[config.mk]
export PLATFORM = sky130hd
export DESIGN_NAME = omni_wheel_mixer_pd_heading_flat
export DESIGN_NICKNAME = d
export VERILOG_FILES = /design/src/rtl/core/owm_pkg.sv /design/src/rtl/core/owm_if.sv /design/src/rtl/core/owm_ctrl.sv /design/src/rtl/core/owm_dp.sv /design/src/rtl/core/omni_wheel_mixer_pd_heading.sv /design/src/flat_wrapper.sv
export SDC_FILE = /design/constraint.sdc
export NUM_CORES = 2
export LEC_CHECK = 0
export BUFFER_PORTS_ARGS = -buffer_cell sky130_fd_sc_hd__buf_2
export CAP_MARGIN = 20
export CORE_MARGIN = 2
export CORE_UTILIZATION = 60
export DETAILED_ROUTE_END_ITERATION = 6
export PLACE_DENSITY = 0.77
export SLEW_MARGIN = 20
export SYNTH_ARGS = -nofsm -noshare
export SYNTH_HDL_FRONTEND = slang
export SYNTH_SLANG_ARGS = --single-unit
[constraint.sdc]
create_clock -name clk -period 22.8 [get_ports clk]
set_input_delay 1.14 -clock clk [delete_from_list [all_inputs] [get_ports clk]]
set_output_delay 1.14 -clock clk [all_outputs]
set_load 0.05 [all_outputs]
[src/rtl/core/owm_pkg.sv]
`timescale 1ns / 1ps
package owm_pkg;
  localparam int GAIN_W = 12;
  localparam int HV_W = 10;
  localparam int CORR_W = 16;
  localparam int DIR_W = 9;
  localparam int PWR_W = 8;
  localparam int BYTE_W = 6;
  localparam int CFG_IDX_W = 2;
  localparam logic [1:0] KIND_GYRO = 2'd0;
  localparam logic [1:0] KIND_CAM = 2'd1;
  localparam logic [1:0] KIND_MOVE = 2'd2;
  localparam logic [CFG_IDX_W-1:0] REG_GYRO_P = 2'd0;
  localparam logic [CFG_IDX_W-1:0] REG_GYRO_D = 2'd1;
  localparam logic [CFG_IDX_W-1:0] REG_CAM_P = 2'd2;
  localparam logic [CFG_IDX_W-1:0] REG_CAM_D = 2'd3;
  localparam logic [5:0] ASCII_ZERO = 6'd48;

  typedef enum logic [3:0] {
    ST_IDLE, ST_HEAD, ST_SIN, ST_MAX, ST_NUM, ST_DIV, ST_DIGIT, ST_EMIT
  } state_t;

  typedef struct packed {
    logic load;
    logic head;
    logic sin_step;
    logic num;
    logic max_load;
    logic digit;
    logic emit_next;
  } cmd_t;

  typedef struct packed {
    logic is_head;
    logic is_move;
    logic sin_done;
    logic div_done;
    logic frame_last;
    logic wheel_last;
  } stat_t;
endpackage

[src/rtl/core/owm_if.sv]
`timescale 1ns / 1ps
interface owm_in_if;
  logic valid;
  logic ready;
  logic [1:0] kind;
  logic signed [9:0] heading_value;
  logic [11:0] p_gain_override;
  logic [11:0] d_gain_override;
  logic [8:0] move_direction;
  logic signed [7:0] move_power;
  modport source(output valid, kind, heading_value, p_gain_override, d_gain_override,
    move_direction, move_power, input ready);
  modport sink(input valid, kind, heading_value, p_gain_override, d_gain_override,
    move_direction, move_power, output ready);
endinterface

interface owm_out_if;
  logic valid;
  logic ready;
  logic [5:0] frame_byte;
  logic last_byte;
  modport source(output valid, frame_byte, last_byte, input ready);
  modport sink(input valid, frame_byte, last_byte, output ready);
endinterface

interface owm_cfg_if;
  logic valid;
  logic ready;
  logic [1:0] index;
  logic [11:0] data;
  modport source(output valid, index, data, input ready);
  modport sink(input valid, index, data, output ready);
endinterface

[src/rtl/core/owm_ctrl.sv]
`timescale 1ns / 1ps
module owm_ctrl (
  input  logic clk,
  input  logic rst_n,
  input  logic in_valid,
  output logic in_ready,
  output logic out_valid,
  input  logic out_ready,
  output owm_pkg::cmd_t cmd,
  input  owm_pkg::stat_t stat
);
  owm_pkg::state_t state_r, state_nxt;

  always_ff @(posedge clk) begin
    if (!rst_n) state_r <= owm_pkg::ST_IDLE;
    else state_r <= state_nxt;
  end

  always_comb begin
    state_nxt = state_r;
    unique case (state_r)
      owm_pkg::ST_IDLE: begin
        if (in_valid) begin
          if (stat.is_head) state_nxt = owm_pkg::ST_HEAD;
          else if (stat.is_move) state_nxt = owm_pkg::ST_SIN;
        end
      end
      owm_pkg::ST_HEAD: state_nxt = owm_pkg::ST_IDLE;
      owm_pkg::ST_SIN: if (stat.sin_done) state_nxt = owm_pkg::ST_MAX;
      owm_pkg::ST_MAX: state_nxt = owm_pkg::ST_NUM;
      owm_pkg::ST_NUM: state_nxt = owm_pkg::ST_DIV;
      owm_pkg::ST_DIV: if (stat.div_done) state_nxt = owm_pkg::ST_DIGIT;
      owm_pkg::ST_DIGIT: state_nxt = owm_pkg::ST_EMIT;
      owm_pkg::ST_EMIT: begin
        if (out_ready) begin
          if (stat.frame_last) state_nxt = owm_pkg::ST_IDLE;
          else if (stat.wheel_last) state_nxt = owm_pkg::ST_NUM;
        end
      end
      default: state_nxt = owm_pkg::ST_IDLE;
    endcase
  end

  always_comb begin
    cmd = '0;
    in_ready = 1'b0;
    out_valid = 1'b0;
    unique case (state_r)
      owm_pkg::ST_IDLE: begin
        in_ready = 1'b1;
        cmd.load = in_valid;
      end
      owm_pkg::ST_HEAD: cmd.head = 1'b1;
      owm_pkg::ST_SIN: cmd.sin_step = 1'b1;
      owm_pkg::ST_MAX: cmd.max_load = 1'b1;
      owm_pkg::ST_NUM: cmd.num = 1'b1;
      owm_pkg::ST_DIV: cmd.num = 1'b0;
      owm_pkg::ST_DIGIT: cmd.digit = 1'b1;
      owm_pkg::ST_EMIT: begin
        out_valid = 1'b1;
        cmd.emit_next = out_ready;
      end
      default: cmd = '0;
    endcase
  end

`ifndef SYNTHESIS
  a_no_in_busy: assert property (@(posedge clk) disable iff (!rst_n)
    state_r != owm_pkg::ST_IDLE |-> !in_ready) else $error("ready while busy");
  a_out_only_emit: assert property (@(posedge clk) disable iff (!rst_n)
    out_valid |-> state_r == owm_pkg::ST_EMIT) else $error("stray out valid");
  a_head_return: assert property (@(posedge clk) disable iff (!rst_n)
    state_r == owm_pkg::ST_HEAD |=> state_r == owm_pkg::ST_IDLE) else $error("head stuck");
`endif
endmodule

[src/rtl/core/owm_dp.sv]
`timescale 1ns / 1ps
module owm_dp #(
  parameter int GAIN_FRAC_BITS = 8,
  parameter int SINE_FRAC_BITS = 14
) (
  input  logic clk,
  input  logic rst_n,
  input  logic [1:0] kind,
  input  logic signed [9:0] heading_value,
  input  logic [11:0] p_gain_override,
  input  logic [11:0] d_gain_override,
  input  logic [8:0] move_direction,
  input  logic signed [7:0] move_power,
  input  logic cfg_we,
  input  logic [1:0] cfg_index,
  input  logic [11:0] cfg_data,
  input  owm_pkg::cmd_t cmd,
  output owm_pkg::stat_t stat,
  output logic [5:0] frame_byte,
  output logic last_byte
);
  localparam int SW = SINE_FRAC_BITS + 2;
  localparam int NW = SW + 8 + 2;
  localparam int QW = NW + 1;
  localparam longint unsigned PI_Q30 = 64'd3373259426;

  // quarter-wave sine, evaluated at elaboration only
  function automatic logic [SW-1:0] qsin(input int k);
    longint unsigned x, term;
    longint sum;
    x = (64'(k) * PI_Q30 + 64'd90) / 64'd180;
    term = x;
    sum = longint'(x);
    for (int n = 1; n <= 8; n++) begin
      term = (((term * x) >> 30) * x) >> 30;
      term = term / 64'((2 * n) * (2 * n + 1));
      if (n[0]) sum = sum - longint'(term);
      else sum = sum + longint'(term);
    end
    if (sum < 0) sum = 0;
    return SW'((sum + (64'sd1 <<< (29 - SINE_FRAC_BITS))) >>> (30 - SINE_FRAC_BITS));
  endfunction

  logic [SW-1:0] qtab [0:90];

  for (genvar g = 0; g <= 90; g++) begin : g_qtab
    localparam logic [SW-1:0] QV = qsin(g);
    assign qtab[g] = QV;
  end

  logic [11:0] gp_r, gd_r, cp_r, cd_r;
  logic signed [9:0] prev_r;
  logic signed [15:0] corr_r;
  logic [1:0] kind_r;
  logic signed [9:0] hv_r;
  logic [11:0] pov_r, dov_r;
  logic [8:0] dir_r;
  logic [7:0] mag_r;
  logic [1:0] idx_r;
  logic signed [SW:0] s_r [3];
  logic [SW-1:0] m_r;
  logic [9:0] ang;
  logic [6:0] qa;
  logic [SW-1:0] qv;
  logic signed [SW:0] sv;
  logic signed [10:0] err;
  logic [11:0] pg, dg;
  logic signed [26:0] acc;
  logic signed [26:0] qt;
  logic signed [NW+16:0] num_r;
  logic neg_r;
  logic sat_r;
  logic [NW+16:0] rem_r, dvs_r;
  logic [NW+16:0] num_abs, lim100;
  logic [7:0] quo_r;
  logic [3:0] dcnt_r;
  logic [6:0] w_r;
  logic wneg_r;
  logic [3:0] bytes_r;
  logic [1:0] bcnt_r;
  logic [3:0] hund, tens, ones;
  logic [6:0] low2;
  logic [14:0] t_prod;
  logic [SW-1:0] a0, a1, a2, mx;

  always_ff @(posedge clk) begin
    if (!rst_n) begin
      gp_r <= 12'd128; gd_r <= 12'd384; cp_r <= 12'd422; cd_r <= 12'd538;
      prev_r <= '0; corr_r <= '0;
    end else begin
      if (cfg_we) begin
        unique case (cfg_index)
          owm_pkg::REG_GYRO_P: gp_r <= cfg_data;
          owm_pkg::REG_GYRO_D: gd_r <= cfg_data;
          owm_pkg::REG_CAM_P: cp_r <= cfg_data;
          owm_pkg::REG_CAM_D: cd_r <= cfg_data;
          default: gp_r <= gp_r;
        endcase
      end
      if (cmd.head) begin
        prev_r <= err[9:0];
        if (qt > 27'sd32767) corr_r <= 16'sd32767;
        else if (qt < -27'sd32768) corr_r <= -16'sd32768;
        else corr_r <= qt[15:0];
      end
    end
  end

  always_comb begin
    err = 11'(hv_r);
    pg = gp_r; dg = gd_r;
    if (kind_r == owm_pkg::KIND_CAM) begin
      if (hv_r >= 10'sd90) err = 11'(hv_r) - 11'sd180;
      pg = (pov_r != 0) ? pov_r : cp_r;
      dg = (dov_r != 0) ? dov_r : cd_r;
    end
    acc = 27'(err) * $signed({1'b0, pg}) + 27'(err - 11'(prev_r)) * $signed({1'b0, dg});
    qt = (acc < 0) ? -((-acc) >>> GAIN_FRAC_BITS) : (acc >>> GAIN_FRAC_BITS);
  end

  always_comb begin
    unique case (idx_r)
      2'd0: ang = {1'b0, dir_r} + 10'd60;
      2'd1: ang = {1'b0, dir_r} + 10'd300;
      default: ang = {1'b0, dir_r} + 10'd180;
    endcase
    if (ang >= 10'd360) ang = ang - 10'd360;
    if (ang <= 10'd90) qa = ang[6:0];
    else if (ang <= 10'd180) qa = 7'(10'd180 - ang);
    else if (ang <= 10'd270) qa = 7'(ang - 10'd180);
    else qa = 7'(10'd360 - ang);
    qv = qtab[qa];
    sv = (ang <= 10'd180) ? -$signed({1'b0, qv}) : $signed({1'b0, qv});
    a0 = s_r[0][SW] ? SW'(-s_r[0]) : SW'(s_r[0]);
    a1 = s_r[1][SW] ? SW'(-s_r[1]) : SW'(s_r[1]);
    a2 = s_r[2][SW] ? SW'(-s_r[2]) : SW'(s_r[2]);
    mx = a0;
    if (a1 > mx) mx = a1;
    if (a2 > mx) mx = a2;
    if (mx == 0) mx = SW'(1);
    num_abs = num_r[NW+16] ? (NW+17)'(-num_r) : (NW+17)'(num_r);
    lim100 = ((NW+17)'(m_r) << 6) + ((NW+17)'(m_r) << 5) + ((NW+17)'(m_r) << 2);
  end

  always_ff @(posedge clk) begin
    if (cmd.load) begin
      kind_r <= kind; hv_r <= heading_value; pov_r <= p_gain_override;
      dov_r <= d_gain_override;
      dir_r <= (move_direction >= 9'd360) ? move_direction - 9'd360 : move_direction;
      mag_r <= move_power[7] ? 8'(-move_power) : 8'(move_power);
      idx_r <= '0; bytes_r <= '0; bcnt_r <= '0;
    end
    if (cmd.sin_step) begin
      s_r[idx_r] <= sv;
      idx_r <= (idx_r == 2'd2) ? 2'd0 : idx_r + 2'd1;
    end
    if (cmd.max_load) m_r <= mx;
    if (cmd.num) begin
      num_r <= (NW+17)'(s_r[idx_r]) * $signed({1'b0, mag_r})
             - (NW+17)'(corr_r) * $signed({1'b0, m_r});
      dcnt_r <= 4'd8;
      quo_r <= '0;
    end else if (dcnt_r != 0) begin
      if (dcnt_r == 4'd8) begin
        neg_r <= num_r[NW+16];
        rem_r <= num_abs;
        sat_r <= (num_abs >= lim100);
        dvs_r <= (NW+17)'(m_r) << 6;
        quo_r <= '0;
        dcnt_r <= 4'd7;
      end else begin
        if (rem_r >= dvs_r) begin
          rem_r <= rem_r - dvs_r;
          quo_r <= {quo_r[6:0], 1'b1};
        end else quo_r <= {quo_r[6:0], 1'b0};
        dvs_r <= dvs_r >> 1;
        dcnt_r <= dcnt_r - 4'd1;
      end
    end
    if (cmd.digit) begin
      w_r <= sat_r ? 7'd100 : quo_r[6:0];
      wneg_r <= neg_r && (sat_r || (quo_r != 8'd0));
    end
    if (cmd.emit_next) begin
      bytes_r <= bytes_r + 4'd1;
      bcnt_r <= bcnt_r + 2'd1;
      if (bcnt_r == 2'd3) idx_r <= idx_r + 2'd1;
    end
  end

  always_comb begin
    hund = (w_r >= 7'd100) ? 4'd1 : 4'd0;
    low2 = (w_r >= 7'd100) ? w_r - 7'd100 : w_r;
    // divide by ten through reciprocal multiply, exact for every 7-bit low2
    t_prod = 15'(low2) * 15'd205;
    tens = 4'(t_prod >> 11);
    ones = 4'(low2 - ({3'd0, tens} << 3) - ({3'd0, tens} << 1));
    unique case (bcnt_r)
      2'd0: frame_byte = owm_pkg::ASCII_ZERO + {5'd0, wneg_r};
      2'd1: frame_byte = owm_pkg::ASCII_ZERO + {2'd0, hund};
      2'd2: frame_byte = owm_pkg::ASCII_ZERO + {2'd0, tens};
      default: frame_byte = owm_pkg::ASCII_ZERO + {2'd0, ones};
    endcase
    last_byte = (bytes_r == 4'd11);
    stat.is_head = (kind == owm_pkg::KIND_GYRO) || (kind == owm_pkg::KIND_CAM);
    stat.is_move = (kind == owm_pkg::KIND_MOVE);
    stat.sin_done = (idx_r == 2'd2);
    stat.div_done = (dcnt_r == 4'd1);
    stat.frame_last = (bytes_r == 4'd11);
    stat.wheel_last = (bcnt_r == 2'd3);
  end
endmodule

[src/rtl/core/omni_wheel_mixer_pd_heading.sv]
`timescale 1ns / 1ps
// channel | dir | payload
// in_     | in  | kind, heading_value, gains, move_direction, move_power
// out_    | out | frame_byte, last_byte (twelve per move)
// cfg_    | in  | index, data
// heading items pass through the head state only; output stalls can lengthen a move
// per wheel: setup, a divider setup step and a 7-step restoring divide,
// digit split and four bytes
// rst_n synchronous, restores default gains and clears heading state
// out_ stall holds the current byte; no new item is taken until a frame ends
module omni_wheel_mixer_pd_heading #(
  parameter int GAIN_FRAC_BITS = 8,
  parameter int SINE_FRAC_BITS = 14
) (
  input logic clk,
  input logic rst_n,
  owm_in_if.sink in_ch,
  owm_out_if.source out_ch,
  owm_cfg_if.sink cfg_ch
);
  owm_pkg::cmd_t cmd;
  owm_pkg::stat_t stat;

  assign cfg_ch.ready = 1'b1;

  owm_ctrl u_ctrl (
    .clk(clk), .rst_n(rst_n), .in_valid(in_ch.valid), .in_ready(in_ch.ready),
    .out_valid(out_ch.valid), .out_ready(out_ch.ready), .cmd(cmd), .stat(stat)
  );

  owm_dp #(.GAIN_FRAC_BITS(GAIN_FRAC_BITS), .SINE_FRAC_BITS(SINE_FRAC_BITS)) u_dp (
    .clk(clk), .rst_n(rst_n), .kind(in_ch.kind), .heading_value(in_ch.heading_value),
    .p_gain_override(in_ch.p_gain_override), .d_gain_override(in_ch.d_gain_override),
    .move_direction(in_ch.move_direction), .move_power(in_ch.move_power),
    .cfg_we(cfg_ch.valid), .cfg_index(cfg_ch.index), .cfg_data(cfg_ch.data),
    .cmd(cmd), .stat(stat), .frame_byte(out_ch.frame_byte), .last_byte(out_ch.last_byte)
  );
endmodule

[src/flat_wrapper.sv]
// flat-port wrapper written by rule: the top's interface ports become plain ports
module omni_wheel_mixer_pd_heading_flat 
#(
  parameter int GAIN_FRAC_BITS = 8,
  parameter int SINE_FRAC_BITS = 14
)
  (clk, rst_n, in_ch_valid, in_ch_kind, in_ch_heading_value, in_ch_p_gain_override, in_ch_d_gain_override, in_ch_move_direction, in_ch_move_power, in_ch_ready, out_ch_valid, out_ch_frame_byte, out_ch_last_byte, out_ch_ready, cfg_ch_valid, cfg_ch_index, cfg_ch_data, cfg_ch_ready);
  owm_in_if in_ch_i ();
  owm_out_if out_ch_i ();
  owm_cfg_if cfg_ch_i ();
  input logic clk;
  input logic rst_n;
  input wire logic [$bits(in_ch_i.valid)-1:0] in_ch_valid;
  input wire logic [$bits(in_ch_i.kind)-1:0] in_ch_kind;
  input wire logic [$bits(in_ch_i.heading_value)-1:0] in_ch_heading_value;
  input wire logic [$bits(in_ch_i.p_gain_override)-1:0] in_ch_p_gain_override;
  input wire logic [$bits(in_ch_i.d_gain_override)-1:0] in_ch_d_gain_override;
  input wire logic [$bits(in_ch_i.move_direction)-1:0] in_ch_move_direction;
  input wire logic [$bits(in_ch_i.move_power)-1:0] in_ch_move_power;
  output wire logic [$bits(in_ch_i.ready)-1:0] in_ch_ready;
  output wire logic [$bits(out_ch_i.valid)-1:0] out_ch_valid;
  output wire logic [$bits(out_ch_i.frame_byte)-1:0] out_ch_frame_byte;
  output wire logic [$bits(out_ch_i.last_byte)-1:0] out_ch_last_byte;
  input wire logic [$bits(out_ch_i.ready)-1:0] out_ch_ready;
  input wire logic [$bits(cfg_ch_i.valid)-1:0] cfg_ch_valid;
  input wire logic [$bits(cfg_ch_i.index)-1:0] cfg_ch_index;
  input wire logic [$bits(cfg_ch_i.data)-1:0] cfg_ch_data;
  output wire logic [$bits(cfg_ch_i.ready)-1:0] cfg_ch_ready;
  assign in_ch_i.valid = in_ch_valid;
  assign in_ch_i.kind = in_ch_kind;
  assign in_ch_i.heading_value = in_ch_heading_value;
  assign in_ch_i.p_gain_override = in_ch_p_gain_override;
  assign in_ch_i.d_gain_override = in_ch_d_gain_override;
  assign in_ch_i.move_direction = in_ch_move_direction;
  assign in_ch_i.move_power = in_ch_move_power;
  assign in_ch_ready = in_ch_i.ready;
  assign out_ch_valid = out_ch_i.valid;
  assign out_ch_frame_byte = out_ch_i.frame_byte;
  assign out_ch_last_byte = out_ch_i.last_byte;
  assign out_ch_i.ready = out_ch_ready;
  assign cfg_ch_i.valid = cfg_ch_valid;
  assign cfg_ch_i.index = cfg_ch_index;
  assign cfg_ch_i.data = cfg_ch_data;
  assign cfg_ch_ready = cfg_ch_i.ready;
  omni_wheel_mixer_pd_heading #(.GAIN_FRAC_BITS(GAIN_FRAC_BITS), .SINE_FRAC_BITS(SINE_FRAC_BITS)) u_core (.clk(clk), .rst_n(rst_n), .in_ch(in_ch_i), .out_ch(out_ch_i), .cfg_ch(cfg_ch_i));
endmodule
==> flow_summary.json <==
{
  "status": "finished, final reports clean",
  "maxSlewHeadroom_pct": 20.3,
  "reg2reg_setup_slack_ns": 9.92,
  "ys.flop_type": "edfxtp_1",
  "dpl.hpwl_um": 93100,
  "tightest_slew_ns": 1.19,
  "cts-htree-levels": 2,
  "drv_slew": 0,
  "finalCritPeriodShare_pct": 56.5,
  "remaining_drc_errors": 0,
  "endpoint": "u_core.u_dp.corr_r[7]",
  "cts.sinks": 343,
  "gr-total-overflow": 0,
  "cp-start-kind": "flip-flop",
  "grt_pass1_vias": 37267,
  "yosysMostFrequentCell": "inv_1",
  "finClkSkew_ns": 0.0188,
  "cts_buffers": 42,
  "post-route-min-period_ns": 12.88,
  "initial_core_util_pct": 60.5,
  "synth_top_area_cell": "fa_1",
  "drt-total-wl_um": 116000,
  "cp_max_fo": 55,
  "drt_first_pass_iters": 6,
  "place.gp.congestion": 0.953,
  "area_growth_pct": 5.77,
  "postCtsSetupBuffers": 0,
  "critPathSlowestCell": "mux2i_1",
  "syn_area_um2": 47600,
  "boundaryPins": 82,
  "stdcell_count": 6206,
  "register_area_um2": 9390,
  "dr.first_iter.drc_count": 2716,
  "clock_tree.buffer_depth": 3,
  "tns_ns": 0,
  "multi_input_area_um2": 34200,
  "synth-edff-count": 252,
  "nNetsFinal": 6286,
  "yosys_warnings": 0,
  "syn_avg_cell_area_um2": 9.27,
  "synthTopCellsByArea": "fa_1, edfxtp_1, ha_1, inv_1, nand2_1",
  "antenna_cells": 0,
  "r2r_cells": 37,
  "synth_common_cells": "inv_1, fa_1, nand2_1",
  "r2r_end": "u_core.u_dp.corr_r[7]",
  "clockRootBuffer": "clkbuf_16",
  "grt_max_degree": 81,
  "cp_slowest_stage_delay_ns": 0.93,
  "avgViaCountPerCell": 5.81,
  "cp_common_cell": "fa_1",
  "antenna_found_initial": 0,
  "clk_pin_slew_ns": 0.06,
  "finalHoldViolations": 0,
  "synthDistinctLibCells": 111,
  "core-area_um2": 78700,
  "hold_class": "flip-flop to flip-flop",
  "clkLatencyLatePin_ns": 0.58,
  "nFillCells": 6412,
  "fp.dieH_um": 286,
  "placed_area_um2": 49000,
  "wl_per_cell_um": 18.7,
  "rsz0062_at_grt": "no",
  "r2r_start": "u_core.u_dp.kind_r[1]",
  "die_width_um": 286,
  "cts_tree": "yes",
  "synthArstFlopShare_pct": 0,
  "worstPathRequired_ns": 23.20,
  "numPortBuffers": 78,
  "ys_seq_area_share_pct": 19.7,
  "setup_viol": 0,
  "synth_top_cell_area_share_pct": 26.7,
  "dp_cells": 6129,
  "cp-end-kind": "flip-flop",
  "syn_inst": 5135,
  "grt_usage_pct": 29.0,
  "die-area_um2": 81600,
  "max_cap_violations": 0,
  "num_vias": 36026,
  "num_rows": 103,
  "cts-hold-fix-buffers": 0,
  "crit_start": "u_core.u_dp.kind_r[1]",
  "worstSetupPathType": "flip-flop to flip-flop",
  "antenna_left": 0,
  "fmax_ghz": 0.0777,
  "arrival_ns": 13.28,
  "cts_resized": 0,
  "drive_gt1_share_pct": 5.74,
  "grt_pass1_wl_um": 191000,
  "fin_area_um2": 50400,
  "synth_seq_cells": 343
}
critical path, delay by kind of cell (launching register included):
| kind | cells | cell delay (ns) |
|---|---|---|
| flops | 1 | 0.34 |
| compound gates | 16 | 4.20 |
| buf+inv | 5 | 0.58 |
| simple gates | 6 | 2.28 |
| fa+ha+maj | 9 | 4.36 |
| mux | 1 | 0.93 |
layout make-up:
class,count,area share (%)
Inverter,866,6.46
Sequential cell,343,18.6
Timing Repair Buffer,133,1.60
Clock inverter,23,0.410
Clock buffer,54,2.30
Multi-Input combinational cell,3737,68.0
Tap cell,1050,2.61
layout by cell type, fill, tap and decap left out, types with 21 or more instances in the layout:
cell type / n
inv_1: 860
xnor2_1: 141
and3_1: 34
nor4_1: 26
or3_1: 21
nand3_1: 60
nor3_1: 40
fa_1: 635
xor2_1: 95
ha_1: 456
a21o_1: 38
o21bai_1: 35
mux2i_1: 34
buf_4: 55
nor2b_1: 58
o21a_1: 26
a21oi_1: 209
o21ai_0: 177
nor2_1: 235
o211ai_1: 21
buf_2: 78
clkbuf_16: 43
nand2b_1: 62
dfxtp_1: 91
nand4_1: 32
a211oi_1: 40
edfxtp_1: 252
and2_1: 278
o31ai_1: 54
nand2_1: 619
flip-flops by register name, indices dropped and copies added (netlist names), 7 cells and up:
signal	count
u_core.u_dp.gd_r	12
u_core.u_dp.prev_r	10
u_core.u_dp.corr_r	16
u_core.u_dp.gp_r	12
u_core.u_dp.dov_r	12
u_core.u_dp.w_r	7
u_core.u_dp.dvs_r	22
u_core.u_dp.mag_r	8
u_core.u_dp.hv_r	10
u_core.u_dp.pov_r	12
u_core.u_dp.num_r	34
u_core.u_dp.rem_r	43
u_core.u_dp.s_r	68
u_core.u_dp.quo_r	8
u_core.u_dp.cp_r	12
u_core.u_dp.m_r	16
u_core.u_dp.cd_r	12
u_core.u_dp.dir_r	9
cell families after synthesis:
logic type / after synthesis / share of synthesized area [%]
flops: 343 / 19.7
other cells: 1 / 0.00788
buf+inv: 1057 / 8.53
simple gates: 1559 / 16.0
mux: 60 / 1.80
compound gates: 785 / 10.8
xor+xnor: 239 / 4.41
fa+ha+maj: 1091 / 38.7
how the worst min path moves through the flow:
stage,startpoint,to,slack [ns],cells past startpoint
5_1_grt,u_core.u_dp.gp_r[2],u_core.u_dp.gp_r[2],0.47,2
6_report,u_core.u_dp.gd_r[0],u_core.u_dp.gd_r[0],0.45,2
3_5_place_dp,u_core.u_dp.gd_r[0],u_core.u_dp.gd_r[0],0.45,2
4_1_cts,u_core.u_dp.gd_r[0],u_core.u_dp.gd_r[0],0.46,2
2_1_floorplan,u_core.u_dp.prev_r[1],u_core.u_dp.prev_r[1],0.44,2
3_3_place_gp,u_core.u_dp.gp_r[1],u_core.u_dp.gp_r[1],0.44,2
per-stage QoR:
stage	setup slack [ns]	util, %	hold slack, ns
4_1_cts	9.66	63.9	0.455
6_report	9.92	63.9	0.454
2_1_floorplan	11.43	-	0.436
3_3_place_gp	10.07	62.2	0.442
3_5_place_dp	9.72	62.2	0.447
5_1_grt	9.00	63.9	0.474
metal layers:
layer | GRT usage, % | up-vias | wire [µm]
li1 | - | 16747 | -
met1 | 38.0 | 17783 | 48000
met2 | 50.0 | 1232 | 56500
met3 | 3.89 | 264 | 7380
met4 | 9.45 | 0 | 3970
met5 | 0 | - | 0
Power is not shown: default switching activity piles up to over one toggle a cycle in this logic, so the estimate is an artifact.
